[src/rtl/core/mmci_pkg.sv]
package mmci_pkg;

  localparam int MATRIX_SIZE = 256;
  localparam int FIELD_PRIME = 127;
  localparam int IDX_W       = 8;
  localparam int COEFF_W     = 7;
  localparam int CMD_W       = 2;
  localparam int TDATA_W     = 24;
  localparam int PROD_W      = 2 * COEFF_W;

  localparam logic [CMD_W-1:0] CMD_LOAD    = 2'd0;
  localparam logic [CMD_W-1:0] CMD_COMPOSE = 2'd1;
  localparam logic [CMD_W-1:0] CMD_INVERT  = 2'd2;

  // Item held between the store read and the result register.
  typedef struct packed {
    logic [CMD_W-1:0]   cmd;
    logic [IDX_W-1:0]   index;
    logic [IDX_W-1:0]   perm;
    logic [COEFF_W-1:0] coeff;
    logic [IDX_W-1:0]   rd_perm;
    logic [COEFF_W-1:0] rd_coeff;
  } stage_t;

  typedef struct packed {
    logic [COEFF_W-1:0] coeff;
    logic [IDX_W-1:0]   perm;
    logic [IDX_W-1:0]   position;
  } result_t;

  typedef logic [(1 << COEFF_W)-1:0][COEFF_W-1:0] inv_table_t;

  // Reduction mod 2^COEFF_W - 1 by folding the upper half onto the lower.
  function automatic logic [COEFF_W-1:0] mod_prime(input logic [PROD_W-1:0] x);
    logic [COEFF_W:0] s1;
    logic [COEFF_W:0] s2;
    s1 = {1'b0, x[COEFF_W-1:0]} + {1'b0, x[PROD_W-1:COEFF_W]};
    s2 = {1'b0, s1[COEFF_W-1:0]} + {{COEFF_W{1'b0}}, s1[COEFF_W]};
    if (s2 >= (COEFF_W+1)'(FIELD_PRIME)) begin
      s2 = s2 - (COEFF_W+1)'(FIELD_PRIME);
    end
    return s2[COEFF_W-1:0];
  endfunction

  // a^(p-2) mod p, evaluated at elaboration only.
  function automatic logic [COEFF_W-1:0] inv_calc(input int a);
    int base;
    int acc;
    int e;
    base = a % FIELD_PRIME;
    acc  = 1;
    e    = FIELD_PRIME - 2;
    if (base == 0) begin
      return '0;
    end
    for (int i = 0; i < 32; i++) begin
      if (e[i]) begin
        acc = (acc * base) % FIELD_PRIME;
      end
      base = (base * base) % FIELD_PRIME;
    end
    return COEFF_W'(acc);
  endfunction

  function automatic inv_table_t build_inv_table();
    inv_table_t t;
    for (int i = 0; i < (1 << COEFF_W); i++) begin
      t[i] = inv_calc(i);
    end
    return t;
  endfunction

  localparam inv_table_t INV_TABLE = build_inv_table();

endpackage

[src/rtl/core/mmci_arith.sv]
module mmci_arith
  import mmci_pkg::*;
(
  input  stage_t  stage_i,
  output result_t result_o
);

  logic [PROD_W-1:0] prod;

  assign prod = {{COEFF_W{1'b0}}, stage_i.coeff} * {{COEFF_W{1'b0}}, stage_i.rd_coeff};

  always_comb begin
    result_o = '0;
    case (stage_i.cmd)
      CMD_COMPOSE: begin
        result_o.position = stage_i.index;
        result_o.perm     = stage_i.rd_perm;
        result_o.coeff    = mod_prime(prod);
      end
      CMD_INVERT: begin
        result_o.position = stage_i.perm;
        result_o.perm     = stage_i.index;
        result_o.coeff    = INV_TABLE[stage_i.coeff];
      end
      default: begin
        result_o = '0;
      end
    endcase
  end

endmodule

[src/rtl/core/monomial_matrix_compose_invert_top.sv]
// Monomial matrix compose / invert over GF(127), one entry per item.
// Input channel in_*: tuser carries the command (load, compose, invert),
// tdata the entry (index, permutation target, coefficient). A load writes
// the second matrix's entry at index into an internal 256-entry store and
// yields no result. A compose reads the store at the entry's target and
// returns the product entry; an invert returns the entry scattered to its
// target with the inverse coefficient. Command 3 is dropped.
// Output channel out_*: tdata carries position, permutation, coefficient.
// An accepted item passes the store read register, then the multiply/fold or
// inverse table into the result register. Throughput is one item per cycle
// while the output is not stalled; loads can be followed by a compose of the
// same entry in the next cycle.
// Reset clears the valid flags only; the store holds garbage until loaded and
// a compose must only target loaded entries.
// When out_tready is low the result holds, one more item waits in the read
// stage, and then in_tready drops until the result is taken.
module monomial_matrix_compose_invert_top
  import mmci_pkg::*;
(
  input  logic               clk,
  input  logic               rst_n,
  input  logic               in_tvalid,
  output logic               in_tready,
  input  logic [TDATA_W-1:0] in_tdata,   // index, perm_value, coeff_value, zero pad
  input  logic [CMD_W-1:0]   in_tuser,   // command
  output logic               out_tvalid,
  input  logic               out_tready,
  output logic [TDATA_W-1:0] out_tdata   // position, result_perm, result_coeff, zero pad
);

  logic [IDX_W+COEFF_W-1:0] mem [MATRIX_SIZE];

  logic               in_acc;
  logic [IDX_W-1:0]   in_index;
  logic [IDX_W-1:0]   in_perm;
  logic [COEFF_W-1:0] in_coeff;
  logic               in_result;

  logic    s1_valid_r;
  logic    s1_valid_nxt;
  stage_t  s1_r;
  logic [IDX_W+COEFF_W-1:0] rd_r;
  stage_t  s1_full;
  logic    s1_move;
  logic    out_valid_r;
  logic    out_valid_nxt;
  result_t out_r;
  result_t res;

  assign in_index  = in_tdata[IDX_W-1:0];
  assign in_perm   = in_tdata[2*IDX_W-1:IDX_W];
  assign in_coeff  = in_tdata[2*IDX_W+COEFF_W-1:2*IDX_W];
  assign in_acc    = in_tvalid && in_tready;
  assign in_result = (in_tuser == CMD_COMPOSE) || (in_tuser == CMD_INVERT);

  assign s1_move   = s1_valid_r && (!out_valid_r || out_tready);
  assign in_tready = !s1_valid_r || s1_move;

  always_ff @(posedge clk) begin
    if (in_acc && (in_tuser == CMD_LOAD)) begin
      mem[in_index] <= {in_perm, in_coeff};
    end
    if (in_acc) begin
      rd_r <= mem[in_perm];
    end
  end

  always_comb begin
    s1_valid_nxt = s1_valid_r;
    if (in_acc) begin
      s1_valid_nxt = in_result;
    end else if (s1_move) begin
      s1_valid_nxt = 1'b0;
    end
    out_valid_nxt = out_valid_r;
    if (s1_move) begin
      out_valid_nxt = 1'b1;
    end else if (out_tready) begin
      out_valid_nxt = 1'b0;
    end
  end

  always_ff @(posedge clk) begin
    if (!rst_n) begin
      s1_valid_r  <= 1'b0;
      out_valid_r <= 1'b0;
    end else begin
      s1_valid_r  <= s1_valid_nxt;
      out_valid_r <= out_valid_nxt;
    end
  end

  always_ff @(posedge clk) begin
    if (in_acc) begin
      s1_r.cmd      <= in_tuser;
      s1_r.index    <= in_index;
      s1_r.perm     <= in_perm;
      s1_r.coeff    <= in_coeff;
      s1_r.rd_perm  <= '0;
      s1_r.rd_coeff <= '0;
    end
    if (s1_move) begin
      out_r <= res;
    end
  end

  always_comb begin
    s1_full          = s1_r;
    s1_full.rd_perm  = rd_r[IDX_W+COEFF_W-1:COEFF_W];
    s1_full.rd_coeff = rd_r[COEFF_W-1:0];
  end

  mmci_arith u_arith (
    .stage_i  (s1_full),
    .result_o (res)
  );

  assign out_tvalid = out_valid_r;
  assign out_tdata  = {{(TDATA_W-2*IDX_W-COEFF_W){1'b0}}, out_r.coeff, out_r.perm,
                       out_r.position};

endmodule

[config.mk]
export PLATFORM = sky130hd
export DESIGN_NAME = monomial_matrix_compose_invert_top
export DESIGN_NICKNAME = d
export VERILOG_FILES = /design/src/rtl/core/mmci_pkg.sv /design/src/rtl/core/mmci_arith.sv /design/src/rtl/core/monomial_matrix_compose_invert_top.sv
export SDC_FILE = /design/constraint.sdc
export NUM_CORES = 2
export LEC_CHECK = 0
export BUFFER_PORTS_ARGS = -buffer_cell sky130_fd_sc_hd__buf_2
export CORE_UTILIZATION = 30
export CTS_CLUSTER_DIAMETER = 120
export CTS_CLUSTER_SIZE = 30
export DETAILED_ROUTE_END_ITERATION = 8
export SLEW_MARGIN = 25
export SYNTH_ARGS = -nofsm -noshare
export SYNTH_HDL_FRONTEND = slang
export SYNTH_SLANG_ARGS = --single-unit
export TNS_END_PERCENT = 5
[constraint.sdc]
create_clock -name clk -period 9.8 [get_ports clk]
set_input_delay 1.96 -clock clk [delete_from_list [all_inputs] [get_ports clk]]
set_output_delay 1.96 -clock clk [all_outputs]
set_load 0.03 [all_outputs]
Yosys cells after proc, flatten, opt, wreduce, memory -nomap -nowiden
Memory sizes are Yosys's and may differ from the RTL's. A register that Yosys moved wholly into a read port is not among the register bits.
Cells that the tools add are included.
{"block": "classes", "mul": 1, "add_sub_neg": 3, "n_reduce_logical": 11, "n_mux": 10, "eq_ne": 4, "magnitude_cmp": 2}
{"cell": "$pmux W23 S2", "count": 1}
{"cell": "$mux W7", "count": 3}
{"cell": "$mul A7 B7 Y14", "count": 1}
{"cell": "$add A7 B1 Y8", "count": 1}
{"cell": "$add A7 B7 Y8", "count": 1}
{"cell": "$ge A8 B7 Y1 const B", "count": 1}
{"cell": "$lt A7 B8 Y1 const B", "count": 1}
{"cell": "$sub A7 B7 Y7 const B", "count": 1}
{"cell": "$mux W1", "count": 6}
{"cell": "$eq A2 B1 Y1 const B", "count": 2}
{"cell": "$eq A2 B2 Y1 const B", "count": 2}
{"cell": "$reduce_bool A2 Y1", "count": 2}
{"cell": "$logic_and A1 B1 Y1", "count": 3}
{"cell": "$logic_or A1 B1 Y1", "count": 3}
{"cell": "$logic_not A1 Y1", "count": 2}
{"cell": "$logic_not A2 Y1", "count": 1}
{"block": "word_totals", "reg_bits": 50, "ram_bits": 3840, "rom_bits": 896, "memories": 2, "out_inout_bits": 26, "input_bits": 30}
{"name": "mem", "words": 256, "word_bits": 15, "read_ports": 1, "rd_clocked_by_memory_dff": 1, "wr": 1, "line_no": "monomial_matrix_compose_invert_top.sv:31", "rtl": "logic [IDX_W+COEFF_W-1:0] mem [MATRIX_SIZE];"}
{"name": "(no name shown)", "words": 128, "word_bits": 7, "read_ports": 1, "rd_clocked_by_memory_dff": 1, "wr": 0, "line_no": "mmci_arith.sv:23", "rtl": "result_o.coeff = INV_TABLE[stage_i.coeff];"}

Depth between registers and ports, before layout
{"block": "logic_depth", "word_depth": 8, "mapped_depth": 29, "mapped_depth_nobuf": 28}

Cells and area by module
Synthesis repeated with hierarchy kept, for this count alone.
{"block": "hier_totals", "hier_cells": 7446, "hier_area_um2": 153867.6}
{"mod": "monomial_matrix_compose_invert_top", "seq_area_each_um2": 117242.4, "area_each_um2": 149614.7, "n_inst": 1, "cells_per_inst": 6868}
{"mod": "mmci_arith", "seq_area_each_um2": 0.0, "area_each_um2": 4252.8, "n_inst": 1, "cells_per_inst": 578}

Worst setup path after synthesis
No wires, ideal clock.
{"block": "synth_timing", "path_type": "register to register", "start": "register s1_r (netlist bit s1_full[20])", "end": "register out_r (netlist bit out_tdata[21]), data pin", "setup_time_ns": 0.257, "required_time_ns": 9.543, "path_slack_ns": 2.929, "t_arrival_ns": 6.614, "synth_period_minus_slack_ns": 6.871, "stages_incl_launch_ff": 29, "path_cell_list": "edfxtp_1 and2_1 fa_1 inv_1 fa_1 inv_1 fa_1 inv_1 fa_1 inv_1 ha_1 or2_2 a21oi_1 nor2_1 a21oi_1 xnor2_1 ha_1 o21ai_0 o21ai_0 a21oi_1 o21bai_1 ha_1 ha_1 nand2b_1 or3_1 a21oi_1 o211ai_1 or3_1 a32o_1"}
{"element": "from (decl)", "line_no": "monomial_matrix_compose_invert_top.sv:41", "rtl": "stage_t s1_r;"}
{"element": "to (signal assigned)", "line_no": "monomial_matrix_compose_invert_top.sv:103", "rtl": "out_r <= res;"}
{"element": "to (decl)", "line_no": "monomial_matrix_compose_invert_top.sv:47", "rtl": "result_t out_r;"}

==> reports/results.txt <==
Fillers: 47300
Total Wirelength: 367000 um
CTS Hold Bufs: 0
CTS tree: built
Die boundary height: 718 um
Dominant cell type by area after synthesis: edfxtp_1
PwrDens: 175 mW/mm2
Synth cell types: 77
Final hold vios: 0
Critical Path RT: 10.48 ns
Starting density of the core: 0.302
CP arrival: 8.29 ns
Post-cts resize count: 0
Peak Freq: 0.131 GHz
Clock Latency Late Sink: 0.92 ns
TNS Setup: 0 ns
Top area cells in the synthesized netlist: edfxtp_1 (76%), mux4_2 (14%), mux2i_1 (1.9%)
First-iteration detailed-routing DRC count: 8279
Global route overflow: 0
Final setup fails: 0
Via Count: 71900
Setup Skew: 0.0546 ns
Final GP Congestion: 0.844
Post-synth top area share: 0.762
CTS Root Cell: clkbuf_16
Area grow syn2layout: 9.21%
Setup CP Type: reg2reg
First-pass iteration count of the detailed router: 9
RSZ-0062 raised after global routing: false
First-pass GRT wire length: 525000 um
Slew Limit Fails: 0
Slowest CP cell: edfxtp_1
# port buffers: 53
Clk buf depth: 4
FF+latch count, synth: 3912
Post-Layout Inst Area: 0.168 mm2
Routed len/inst: 26.1 um
# nets final: 7445
Vias per cell: 5.10
Syn_area_per_cell: 21.5 um2
Leak Pwr: 0.0508 uW
Vias in the first global route: 72000
DPL Wire Length: 220000 um
DIE AREA: 0.516 mm2
Tcrit/Tclk final: 0.777
H-tree levels: 4
Synth Net Count: 7265
Initial antenna violation count: 24
Minimum clock period: 7.61 ns
Seq/Total Area, Yosys: 0.763
Area after DPL: 0.164 mm2
Crit-path max cell delay: 0.54 ns
Largest net degree at the start of global routing: 185
Worst Hold Class: reg2reg
Fraction of layout cells with a size suffix above 1: 0.224
Hold Path Cell Cnt: 1
Die Span X: 718 um
DRT antenna net count: 0
Row cnt: 262
TritonCTS Buffers: 153
Max_cap viols: 0
Total Routing Usage GR: 0.137
Post-synth EDFFs: 3903
Post-synth ARST share: 0
Io pins: 56
Syn. warnings: 0
Crit end category: flop
Cells on worst reg2reg path: 28
Post-route DRC: 0
Worst slew margin: 0.206
Worst-path maximum fanout: 9
Worst-Margin Slew: 1.19 ns
Post-Syn Area: 0.154 mm2
Setup bufs post-CTS: 0
Max VDD drop: 0.000294 V
Startpoint Class: flop
Core area: 0.510 mm2
Clk slew on worst S/H paths: 0.11 ns
Synth Instances: 7149
Top FF cell, synth: edfxtp_1
Reg-to-reg setup timing slack: 2.19 ns
CTS sink count: 3912
Status: complete, no violations
==> placed cells by master (no fill, tap or decap), drive strengths merged, types with 40 or more instances in the layout <==
cell type / netlist / routed
a22oi: 106 / 106
ha: 61 / 61
nand2b: 51 / 51
o21ai: 83 / 83
nor2: 330 / 330
buf: 239 / 434
mux4: 975 / 975
nand3: 129 / 129
clkbuf: 165 / 156
o22ai: 93 / 93
and2: 40 / 40
inv: 76 / 86
a21oi: 123 / 123
o211ai: 74 / 74
edfxtp: 3903 / 3903
mux2i: 295 / 295
nand2: 107 / 107
==> power by group <==
| group | internal, uW | leakage [uW] | total [uW] | switching, uW |
|---|---|---|---|---|
| Combinational | 1210 | 0.0136 | 3210 | 2010 |
| Sequential | 18400 | 0.0352 | 18400 | 25.9 |
| Clock | 2920 | 0.00200 | 7760 | 4840 |
==> area by class of cell <==
type | instances | area, um2 | area share
clock inverter | 15 | 163 | 0.000968
inverter | 77 | 289 | 0.00172
sequential | 3912 | 117000 | 0.699
tap | 6732 | 8420 | 0.0501
clock buffer | 156 | 3900 | 0.0232
multi-input combinational | 2751 | 34200 | 0.204
antenna | 5 | 12.5 | 0.0000745
timing repair buffer | 434 | 3600 | 0.0214
==> cells in the mapped netlist, types with 14 or more instances <==
library cell and instances:
inv_1 74, fa_1 25, nor2_1 330, nor4b_2 15, nor3_1 17, a22oi_1 106
mux4_2 971, ha_1 61, o211ai_1 72, edfxtp_1 3903, a221oi_1 21, buf_4 38
o21ai_0 66, a21oi_1 123, xnor2_1 14, and2_1 40, o21ai_1 17, or4_1 17
clkbuf_1 165, nand3_1 129, o22ai_1 93, buf_2 115, buf_6 20, nand4_1 37
nand2_1 107, nand2b_1 51, buf_1 59, mux2i_1 293, nor2b_1 23
==> critical path, delay by kind of cell (launching register included) <==
family	cells	cell delay, ns
adders and majority gates	8	3.19
AOI/OAI and AO/OA	9	1.79
and+or+nand+nor	6	1.56
DFF	1	0.54
buffers and inverters	4	0.22
xor gates and xnor gates	1	0.09
==> logic make-up (layout without fill, tap and decap cells) <==
kind of cell    count (synthesis)  count (layout)  synth area share
compound gates                573             573            0.0245
xor+xnor                       20              20           0.00114
flops                        3912            3912             0.763
fa+ha+maj                      86              86           0.00821
buf+inv                       486             682            0.0155
other cells                     1               6         0.0000244
simple gates                  796             796            0.0252
mux                          1275            1275             0.162
==> routing by layer <==
layer,part of all wire,up-vias,wire [um],track usage
met5,0.000049,-,18,0
met4,0.030,2,11000,0.0390
met3,0.073,423,26900,0.0210
met2,0.47,2680,174000,0.222
met1,0.42,38800,155000,0.194
li1,-,30000,-,-
==> per-stage QoR <==
step | total power (uW) | instances | util | setup slack (ns) | hold slack, ns
after floorplan | 20900 | 7149 | - | 2.93 | 0.447
after global placement | 22000 | 13900 | 0.322 | 1.93 | 0.456
after detailed placement | 22000 | 13900 | 0.322 | 2.26 | 0.506
after CTS | 29600 | 14100 | 0.330 | 2.29 | 0.529
after global routing | 30400 | 14100 | 0.330 | 1.81 | 0.563
final | 29400 | 14100 | 0.330 | 2.19 | 0.532
==> final timing paths <==
path | start | end
min | s1_valid_r | out_tvalid
max | s1_full[20] | out_tdata[21]
min reg2reg | s1_valid_r | out_tvalid
max reg2reg | s1_full[20] | out_tdata[21]
==> sequential cells by signal (all words and copies together) (netlist names), named ones only <==
register / count
mem: 3840
s1_full: 25
out_tdata: 23
rd_r: 15
out_tvalid: 1
s1_valid_r: 1
(Power assumes the default switching activity.)
